===== src/hw/rtl/occ_pkg.sv =====
// ----------------------------------------------------------------------------
// occ_pkg: shared types and helpers for the ones' complement checksum core
// Register indexes, reset values and the end-around-carry fold.
// ----------------------------------------------------------------------------
`default_nettype none

package occ_pkg;

  localparam int unsigned WORD_W     = 16;
  localparam int unsigned CFG_ADDR_W = 2;
  localparam int unsigned CFG_DATA_W = 32;
  localparam int unsigned PROTO_W    = 8;
  localparam int unsigned WIDE_W     = 19;  // room for up to eight 16-bit addends

  localparam logic [PROTO_W-1:0] PROTO_RESET = 8'd6;

  typedef enum logic [CFG_ADDR_W-1:0] {
    CFG_MODE     = 2'd0,
    CFG_SRC_ADDR = 2'd1,
    CFG_DST_ADDR = 2'd2,
    CFG_PROTO    = 2'd3
  } cfg_reg_t;

  // Settings seen by the accumulator: mode and the folded pseudo-header sum.
  typedef struct packed {
    logic              mode;
    logic [WORD_W-1:0] pseudo_sum;
  } occ_cfg_t;

  // Fold a wide plain sum into a 16-bit ones' complement value.
  // A nonzero sum never folds to zero, so this matches a chain of
  // end-around-carry additions.
  function automatic logic [WORD_W-1:0] oc_fold(input logic [WIDE_W-1:0] s);
    logic [WORD_W:0] s1;
    logic [WORD_W:0] s2;
    s1 = {1'b0, s[WORD_W-1:0]} + {{(WORD_W+1-(WIDE_W-WORD_W)){1'b0}}, s[WIDE_W-1:WORD_W]};
    s2 = {1'b0, s1[WORD_W-1:0]} + {{WORD_W{1'b0}}, s1[WORD_W]};
    return s2[WORD_W-1:0];
  endfunction

endpackage : occ_pkg

`default_nettype wire


===== src/hw/rtl/occ_cfg_regs.sv =====
// ----------------------------------------------------------------------------
// occ_cfg_regs: configuration registers
// Holds mode and pseudo-header fields; keeps the folded pseudo-header sum
// current at every write.
// ----------------------------------------------------------------------------
`default_nettype none

module occ_cfg_regs
  import occ_pkg::*;
(
  input  wire logic                  clk,
  input  wire logic                  rst_n,
  input  wire logic                  cfg_we,
  input  wire logic [CFG_ADDR_W-1:0] cfg_addr,
  input  wire logic [CFG_DATA_W-1:0] cfg_wdata,
  output occ_cfg_t                   cfg_o
);

  logic                  mode_r,   mode_nxt;
  logic [CFG_DATA_W-1:0] src_r,    src_nxt;
  logic [CFG_DATA_W-1:0] dst_r,    dst_nxt;
  logic [PROTO_W-1:0]    proto_r,  proto_nxt;
  logic [WORD_W-1:0]     pseudo_r, pseudo_nxt;
  logic [WIDE_W-1:0]     pseudo_wide;

  always_comb begin
    mode_nxt  = mode_r;
    src_nxt   = src_r;
    dst_nxt   = dst_r;
    proto_nxt = proto_r;
    if (cfg_we) begin
      case (cfg_addr)
        CFG_MODE:     mode_nxt  = cfg_wdata[0];
        CFG_SRC_ADDR: src_nxt   = cfg_wdata;
        CFG_DST_ADDR: dst_nxt   = cfg_wdata;
        CFG_PROTO:    proto_nxt = cfg_wdata[PROTO_W-1:0];
        default:      ;
      endcase
    end
    // Sum from the next values so the fold is ready with the register.
    pseudo_wide = {3'b000, src_nxt[31:16]} + {3'b000, src_nxt[15:0]}
                + {3'b000, dst_nxt[31:16]} + {3'b000, dst_nxt[15:0]}
                + {{(WIDE_W-PROTO_W){1'b0}}, proto_nxt};
    pseudo_nxt  = oc_fold(pseudo_wide);
  end

  always_ff @(posedge clk) begin
    if (!rst_n) begin
      mode_r   <= 1'b0;
      src_r    <= '0;
      dst_r    <= '0;
      proto_r  <= PROTO_RESET;
      pseudo_r <= {{(WORD_W-PROTO_W){1'b0}}, PROTO_RESET};
    end else begin
      mode_r   <= mode_nxt;
      src_r    <= src_nxt;
      dst_r    <= dst_nxt;
      proto_r  <= proto_nxt;
      pseudo_r <= pseudo_nxt;
    end
  end

  assign cfg_o.mode       = mode_r;
  assign cfg_o.pseudo_sum = pseudo_r;

endmodule : occ_cfg_regs

`default_nettype wire


===== src/hw/rtl/occ_accum.sv =====
// ----------------------------------------------------------------------------
// occ_accum: running sum and byte count
// Adds each accepted word; on the last word forms the checksum and clears.
// ----------------------------------------------------------------------------
`default_nettype none

module occ_accum
  import occ_pkg::*;
(
  input  wire logic              clk,
  input  wire logic              rst_n,
  input  wire logic              fire,
  input  wire logic [WORD_W-1:0] data_word,
  input  wire logic              last,
  input  wire logic              half_word,
  input  wire occ_cfg_t          cfg_i,
  output logic [WORD_W-1:0]      checksum
);

  logic [WORD_W-1:0] sum_r,   sum_nxt;
  logic [WORD_W-1:0] count_r, count_nxt;
  logic [WORD_W-1:0] word_eff;
  logic [WORD_W-1:0] count_add;
  logic [WORD_W-1:0] acc;
  logic [WORD_W-1:0] ph_sum;
  logic [WORD_W-1:0] ph_count;
  logic [WORD_W-1:0] total;
  logic              odd_tail;

  always_comb begin
    odd_tail  = last && half_word;
    word_eff  = odd_tail ? {data_word[15:8], 8'h00} : data_word;
    count_add = odd_tail ? 16'd1 : 16'd2;
    count_nxt = count_r + count_add;
    acc       = oc_fold({3'b000, sum_r} + {3'b000, word_eff});
    ph_sum    = cfg_i.mode ? cfg_i.pseudo_sum : '0;
    ph_count  = cfg_i.mode ? count_nxt : '0;
    total     = oc_fold({3'b000, acc} + {3'b000, ph_sum} + {3'b000, ph_count});
    checksum  = ~total;
    sum_nxt   = last ? '0 : acc;
  end

  always_ff @(posedge clk) begin
    if (!rst_n) begin
      sum_r   <= '0;
      count_r <= '0;
    end else if (fire) begin
      sum_r   <= sum_nxt;
      count_r <= last ? '0 : count_nxt;
    end
  end

endmodule : occ_accum

`default_nettype wire


===== src/hw/rtl/ones_complement_checksum_core.sv =====
// ----------------------------------------------------------------------------
// ones_complement_checksum_core: internet checksum with optional pseudo-header
// Sums 16-bit message words and returns the complemented ones' complement sum.
// ----------------------------------------------------------------------------
// Usage:
//   Input channel (in_valid/in_ready): one 16-bit word per beat in network
//   byte order, with in_last on the final word and in_half_word when that
//   final word carries only its high byte (low byte counts as zero).
//   Result channel (out_valid/out_ready): one checksum beat per message,
//   driven from an output register, valid in the cycle after the last word is taken.
//   Config port (cfg_we/cfg_addr/cfg_wdata): index 0 mode, 1 source address,
//   2 destination address, 3 protocol number. Write only between messages.
//   Mode 1 adds the TCP/UDP pseudo-header (addresses, protocol, byte count).
// Throughput: one word per cycle while in_ready is high; the 16-bit end-around-carry
//   add of the running sum and the byte-count add are the only loops.
// Reset: sum, byte count and result valid clear; mode 0, addresses 0,
//   protocol 6.
// Stall: while a result waits and out_ready is low, in_ready drops and every
//   input beat holds; it rises again in the cycle the result is taken.
// ----------------------------------------------------------------------------
`default_nettype none

module ones_complement_checksum_core
  import occ_pkg::*;
(
  input  wire logic                  clk,
  input  wire logic                  rst_n,
  // input beats
  input  wire logic                  in_valid,
  output logic                       in_ready,
  input  wire logic [WORD_W-1:0]     in_data_word,
  input  wire logic                  in_last,
  input  wire logic                  in_half_word,
  // result beats
  output logic                       out_valid,
  input  wire logic                  out_ready,
  output logic [WORD_W-1:0]          out_checksum,
  // configuration writes
  input  wire logic                  cfg_we,
  input  wire logic [CFG_ADDR_W-1:0] cfg_addr,
  input  wire logic [CFG_DATA_W-1:0] cfg_wdata
);

  occ_cfg_t          cfg;
  logic              in_fire;
  logic [WORD_W-1:0] checksum;
  logic              out_valid_r, out_valid_nxt;
  logic [WORD_W-1:0] checksum_r;

  // Accept whenever the result register is empty or being drained this cycle.
  assign in_ready = !out_valid_r || out_ready;
  assign in_fire  = in_valid && in_ready;

  occ_cfg_regs u_cfg (
    .clk       (clk),
    .rst_n     (rst_n),
    .cfg_we    (cfg_we),
    .cfg_addr  (cfg_addr),
    .cfg_wdata (cfg_wdata),
    .cfg_o     (cfg)
  );

  occ_accum u_accum (
    .clk       (clk),
    .rst_n     (rst_n),
    .fire      (in_fire),
    .data_word (in_data_word),
    .last      (in_last),
    .half_word (in_half_word),
    .cfg_i     (cfg),
    .checksum  (checksum)
  );

  // Load a new result on the last beat; otherwise drop valid once taken.
  always_comb begin
    out_valid_nxt = out_valid_r;
    if (in_fire && in_last) begin
      out_valid_nxt = 1'b1;
    end else if (out_ready) begin
      out_valid_nxt = 1'b0;
    end
  end

  always_ff @(posedge clk) begin
    if (!rst_n) begin
      out_valid_r <= 1'b0;
    end else begin
      out_valid_r <= out_valid_nxt;
    end
  end

  // Payload holds while the result waits; no reset needed.
  always_ff @(posedge clk) begin
    if (in_fire && in_last) begin
      checksum_r <= checksum;
    end
  end

  assign out_valid    = out_valid_r;
  assign out_checksum = checksum_r;

endmodule : ones_complement_checksum_core

`default_nettype wire


===== config.mk =====
export PLATFORM = sky130hd
export DESIGN_NAME = ones_complement_checksum_core
export DESIGN_NICKNAME = d
export VERILOG_FILES = /design/src/hw/rtl/occ_pkg.sv /design/src/hw/rtl/occ_cfg_regs.sv /design/src/hw/rtl/occ_accum.sv /design/src/hw/rtl/ones_complement_checksum_core.sv
export SDC_FILE = /design/constraint.sdc
export NUM_CORES = 1
export LEC_CHECK = 0
export BUFFER_PORTS_ARGS = -buffer_cell sky130_fd_sc_hd__clkbuf_2
export CORE_ASPECT_RATIO = 1.1
export CORE_UTILIZATION = 39
export CTS_BUF_LIST = sky130_fd_sc_hd__clkbuf_4 sky130_fd_sc_hd__clkbuf_8
export CTS_CLUSTER_DIAMETER = 80
export DETAILED_ROUTE_END_ITERATION = 8
export PLACE_DENSITY_LB_ADDON = 0.05
export SYNTH_ARGS = -nofsm -noshare
export SYNTH_HDL_FRONTEND = slang
export SYNTH_SLANG_ARGS = --single-unit

===== constraint.sdc =====
create_clock -name clk -period 21 [get_ports clk]
set_input_delay 3.15 -clock clk [delete_from_list [all_inputs] [get_ports clk]]
set_output_delay 3.15 -clock clk [all_outputs]
set_load 0.02 [all_outputs]

After elaboration in Yosys (flattened, before gate mapping)
Index checks and enable logic that the tools add are counted.
Cells by class
  add/subtract/negate cells: 14
  bitwise operators: 1
  muxes and demuxes: 14
  eq/ne operators: 3
  reductions and logical operators: 8
Operators with widths (count)
  32-bit two-way mux: 4
  16-bit two-way mux: 4
  19-bit by 16-bit adder with 19-bit output: 3
  16-bit by 16-bit adder with 17-bit output: 3
  16-bit by 3-bit adder with 17-bit output: 3
  16-bit by 1-bit adder with 16-bit output: 3
  8-bit two-way mux: 3
  19-bit by 8-bit adder with 19-bit output: 1
  16-bit adder: 1
  16-bit NOT: 1
  2-bit equality test (second input constant): 2
  1-bit logical AND: 3
  2-bit by 1-bit equality test with 1-bit output (second input constant): 1
  2-bit zero test: 1
  1-bit two-way mux: 2
  2-bit two-way mux: 1
  2-bit AND reduction: 1
  2-bit nonzero test: 1
  1-bit zero test: 1
  1-bit logical OR: 1
Storage, ports and cells
  input bits: 57
  flip-flop bits (word level): 138
  logic and storage cells: 49

Longest topological paths before layout
  depth in word-level cells: 10
  gate-level depth with buffers: 63

Cells and area by module
A second synthesis with hierarchy kept.
Second synthesis, totals
  cell total of the unflattened synthesis: 1379
  area total of the unflattened synthesis: 12216.7 um^2
Modules (own cells, without submodules)
  occ_cfg_regs: cells each 641, area each 6019.5 um^2, instances 1
  occ_accum: cells each 716, area each 5645.4 um^2, instances 1
  ones_complement_checksum_core: cells each 22, area each 551.8 um^2, instances 1

Worst setup path before layout
No wires, ideal clock.
  path type: input -> register
  start point: input port in_last
  end point: register checksum_r[15], in the netlist out_checksum[15] (data pin)
  data arrival time: 14.341 ns
  path buffers: 3
  path slack: 6.492 ns
  cell stages on the path: 58
  cell sequence: clkbuf_1 -> clkbuf_1 -> nand2_1 -> and2_1 -> ha_1 -> buf_2 -> and2_1 -> o21ai_0 -> nand4_1 -> a311oi_1 -> o21ai_0 -> a21oi_1 -> o21bai_1 -> a21o_1 -> ha_1 -> ha_1 -> and2_1 -> nor3b_1 -> [... 22 more ...] -> ha_1 -> fa_1 -> nand3_1 -> mux2i_1 -> nand2_1 -> nor4_2 -> nand2_1 -> nor3_1 -> nand2_1 -> nor3_1 -> ha_1 -> nand3_1 -> nor4b_1 -> and4bb_2 -> nand4b_1 -> a211oi_2 -> o2bb2ai_1 -> a211oi_1
On the way
  longest elaborated chain between the ends: 10
  elaborated cells between the ends (all ways): 13
Ends and longest elaborated chain
  start: declaration: line ones_complement_checksum_core.sv:32  | input wire logic in_last,
  1-bit logical AND (*): line occ_accum.sv:31  | odd_tail = last && half_word;
  8-bit two-way mux: line occ_accum.sv:32  | word_eff = odd_tail ? {data_word[15:8], 8'h00} : data_word;
  16-bit by 16-bit adder with 17-bit output: line occ_accum.sv:35  | acc = oc_fold({3'b000, sum_r} + {3'b000, word_eff});
  16-bit by 3-bit adder with 17-bit output: line occ_pkg.sv:36  | s1 = {1'b0, s[WORD_W-1:0]} + {{(WORD_W+1-(WIDE_W-WORD_W)){1'b0}}, s[WIDE_W-1:WORD_W]};
  16-bit by 1-bit adder with 16-bit output: line occ_pkg.sv:37  | s2 = {1'b0, s1[WORD_W-1:0]} + {{WORD_W{1'b0}}, s1[WORD_W]};
  16-bit by 16-bit adder with 17-bit output: line occ_accum.sv:38  | total = oc_fold({3'b000, acc} + {3'b000, ph_sum} + {3'b000, ph_count});
  19-bit by 16-bit adder with 19-bit output (*): line occ_accum.sv:38
  16-bit by 3-bit adder with 17-bit output (*): line occ_pkg.sv:36
  16-bit by 1-bit adder with 16-bit output (*): line occ_pkg.sv:37
  16-bit NOT (*): line occ_accum.sv:39  | checksum = ~total;
  via checksum[15]: line ones_complement_checksum_core.sv:46  | logic [WORD_W-1:0] checksum;
  end signal: assignment: line ones_complement_checksum_core.sv:95  | checksum_r <= checksum;
  end: declaration: line ones_complement_checksum_core.sv:48  | logic [WORD_W-1:0] checksum_r;
Mark *: on every way through the listed nets, which the timed path passes. The rest lies on a longest branch.
A chain may end at the register's enable or synchronous reset.

Worst setup path in the final report
Ends and elaborated chain as after synthesis.

==> impl_metrics.env <==
export IMPL_clock_sinks=138
export IMPL_fin_crit_sh_pct=76.2
export IMPL_design_area_mm2=0.0129
export IMPL_ys_warn_count=0
export IMPL_synth_xor_area_share_pct=9.63
export IMPL_synth_top_area_share_pct=20.8
export IMPL_cts_buffers=17
export IMPL_initial_core_util_pct=39.6
export IMPL_pwr_density_cell_mw_per_mm2=64.9
export IMPL_dp_worst_setup_slack_ns=4.64
export IMPL_clk_path_buf_depth=2
export IMPL_period_minus_slack_ns=16.00
export IMPL_async_reset_ff_share_pct=0
export IMPL_regArea_mm2=0.00292
export IMPL_crit_top_cell="ha_1"
export IMPL_netlist_instances=1302
export IMPL_cell_internal_pwr_uw=525
export IMPL_p_comb_share_pct=36.9
export IMPL_clk_pin_slew_ns=0.09
export IMPL_vias=9360
export IMPL_r2r_start="u_accum.sum_r[0]$_SDFFE_PN0P_"
export IMPL_std_cell_rows=66
export IMPL_yosys_register_bits=138
export IMPL_synthSimpleGateAreaFrac_pct=21.4
export IMPL_postLayoutSetupSlackWorst_ns=5.00
export IMPL_hold_ws_ns=0.473
export IMPL_power_frac_seq_pct=34.9
export IMPL_antenna_found_initial=0
export IMPL_globalRouteOverflowTotal=0
export IMPL_area_growth_pct=9.81
export IMPL_drt_initial_drc_count=407
export IMPL_cp_start_kind="primary input"
export IMPL_drc=0
export IMPL_cts_tree="done"
export IMPL_hold_violations=0
export IMPL_drtAntennaViolNets=0
export IMPL_synth_mux_area_fraction_pct=7.34
export IMPL_final_cells=1751
export IMPL_end_kind="flop"
export IMPL_place_inst=1719
export IMPL_diodes=0
export IMPL_synth_adder_area_share_pct=16.8
export IMPL_grt_total_usage_pct=18.4
export IMPL_cts_max_level=4
export IMPL_power_leakage_nw=5.80
export IMPL_startpoint="in_last"
export IMPL_synth_ff_type="dfxtp_1"
export IMPL_cts_setup_buffers=0
export IMPL_multi_input_area_mm2=0.00849
export IMPL_syn_avg_cell_area_um2=9.00
export IMPL_status="complete, no violations"
export IMPL_required_ns=21.31
export IMPL_dieArea_mm2=0.0307
export IMPL_syn_nets=1498
export IMPL_total_power_uw=836
export IMPL_port_buffers=74
export IMPL_synth_compound_area_share_pct=17.3
export IMPL_postCtsResizedCells=0
export IMPL_p_sw_uw=311
export IMPL_final_layout_size_suffix_gt1_share_pct=15.9
export IMPL_yosysTopAreaCell="dfxtp_1"
export IMPL_cp_slowest_cell="nor4_2"
export IMPL_cp_arrival_ns=16.31
export IMPL_via_per_inst=5.35
export IMPL_grt_setup_unrepaired="false"
export IMPL_drv_slew=0
export IMPL_maxCapViolations=0
export IMPL_synth_top_family_by_area="simple AND/OR/NAND/NOR gates"
export IMPL_place_gp_congestion=0.830
export IMPL_dieWidth_um=167
export IMPL_placed_area_mm2=0.0125
export IMPL_wl_per_cell_um=15.6
export IMPL_synth_area_mm2=0.0117
export IMPL_worstSetupPathType="primary input to flop"
export IMPL_setup_viol=0
export IMPL_hpwl_mm=21.3
export IMPL_slew_headroom_pct=38.7
export IMPL_die_height_um=184
export IMPL_clkLatencyLatePin_ns=0.49
export IMPL_max_vdd_ir_drop_mv=0.0451
export IMPL_grt_pass1_vias=9050
export IMPL_dr_pass1_iters=4
export IMPL_grt_first_pass_wirelength_mm=45.0
export IMPL_max_freq_mhz=62.5
export IMPL_yosysUniqueCellTypes=84
export IMPL_seq_area_frac_synth_pct=24.9
export IMPL_drt_wl_total_mm=27.3
export IMPL_synth_area_leaders="dfxtp_1 21%, ha_1 12%, mux2_2 6.8%, and2_1 6.6%, xnor2_1 5.6%"
export IMPL_setup_tns_ns=0
export IMPL_grt_max_degree=84
export IMPL_clkPwrFrac_pct=28.2
export IMPL_coreArea_mm2=0.0296
export IMPL_fillers=2987
export IMPL_tightest_slew_ns=0.918
export IMPL_cts_hold_buf=0
export IMPL_utilization_pct=43.5
export IMPL_finClkSkew_ns=0.0151
export IMPL_io_pins=75
export IMPL_swShare_pct=37.2
export IMPL_synth_edf_count=16
export IMPL_crit_fanout=21
export IMPL_hold_class="flop to flop"
export IMPL_nets=1560
export IMPL_root_buffer="clkbuf_8"
export IMPL_cpPeakStageDelay_ns=0.62
export IMPL_hp_start="u_accum.sum_r[14]$_SDFFE_PN0P_"
## state kept, by name, indices dropped and copies added (netlist names)
name             count
u_cfg.src_r         32
u_cfg.pseudo_r      16
u_cfg.mode_r         1
u_accum.count_r     16
out_checksum        16
u_cfg.dst_r         32
out_valid            1
u_accum.sum_r       16
u_cfg.proto_r        8
## path summary, 6_finish.rpt
kind                                    endpoint  slack [ns]  cells after the start
setup / recovery      out_checksum[15]$_DFFE_PP_        5.00                     59
hold / removal    u_accum.sum_r[14]$_SDFFE_PN0P_        0.47                      2
setup reg to reg      out_checksum[15]$_DFFE_PP_        8.12                     56
hold reg to reg   u_accum.sum_r[14]$_SDFFE_PN0P_        0.47                      2
## synthesized netlist by cell type, drive strengths merged, types with 7 or more instances
cell type and count:
and2 124, dfxtp 122, ha 108, nor2 91
xnor2 75, a21oi 71, mux2 71, xor2 53
nand2 46, inv 44, o21ai 42, nand3 36
fa 31, clkbuf 28, a21o 27, nor3 27
and3 22, a22oi 21, edfxtp 16, nor2b 16
o21bai 15, a211oi 14, o21a 13, or2 13
or3 13, a31oi 12, nand2b 12, nor3b 10
a2111oi 8, buf 8, nand4 8, a211o 7
nand3b 7, nor4 7
## routing by layer
layer | global-route usage, % | routed length, um | vias up | share of wire [%]
met2 | 33.7 | 13900 | 99 | 51
li1 | - | - | 4823 | -
met5 | 0 | 0 | - | 0
met3 | 3.57 | 713 | 21 | 2.6
met4 | 5.25 | 381 | 0 | 1.4
met1 | 21.7 | 12400 | 4417 | 45
## cell usage in the layout (no fill, tap or decap), types with 7 or more instances in the layout
cell	n
a31oi_1	12
o21bai_1	15
o21ai_0	36
dfxtp_1	122
fa_1	31
a21oi_1	70
mux2_2	71
or3_1	12
ha_1	108
nand2b_1	12
a211o_1	7
nor3b_1	10
xor2_1	52
xnor2_1	75
o21a_1	13
or2_2	11
a211oi_1	10
edfxtp_1	16
nand4_1	8
inv_1	44
nor3_1	26
nand3b_1	7
nand2_1	46
clkbuf_2	74
nor2b_1	16
a21o_1	27
and3_1	22
clkbuf_8	17
nand3_1	36
a22oi_1	21
nor2_1	90
and2_1	124
## cell type report
type / instances / share of cell area, %
tap: 374 / 3.64
clock inverter: 15 / 1.38
clock buffer: 17 / 1.82
multi-input combinational: 1084 / 66.0
sequential: 138 / 22.7
inverter: 44 / 1.28
timing repair buffer: 79 / 3.17
## cells by family (layout without fill, tap and decap cells)
logic type | Yosys count | after routing
AO/OA/AOI/OAI | 288 | 288
XOR/XNOR | 128 | 128
adder cells (fa/ha/maj) | 139 | 139
buffers and inverters | 80 | 155
flip-flops | 138 | 138
multiplexers | 77 | 77
AND/OR/NAND/NOR | 452 | 452
## worst max-delay path: cells and delay by family
kind / cells / cell delay, ns
multiplexers: 1 / 0.34
AND/OR/NAND/NOR: 22 / 5.62
AO/OA/AOI/OAI: 21 / 3.59
adder cells (fa/ha/maj): 11 / 2.92
buffers and inverters: 2 / 0.34
XOR/XNOR: 2 / 0.31
## power by group through the flow
stage          Combinational [mW]  Clock (mW)  Sequential, mW
2_1_floorplan               0.238           0           0.299
3_3_place_gp                0.309           0           0.297
3_5_place_dp                0.310           0           0.298
5_1_grt                     0.347       0.259           0.293
4_1_cts                     0.312       0.248           0.292
6_report                    0.308       0.236           0.291
No activity file was read; power rests on OpenSTA's default activity.
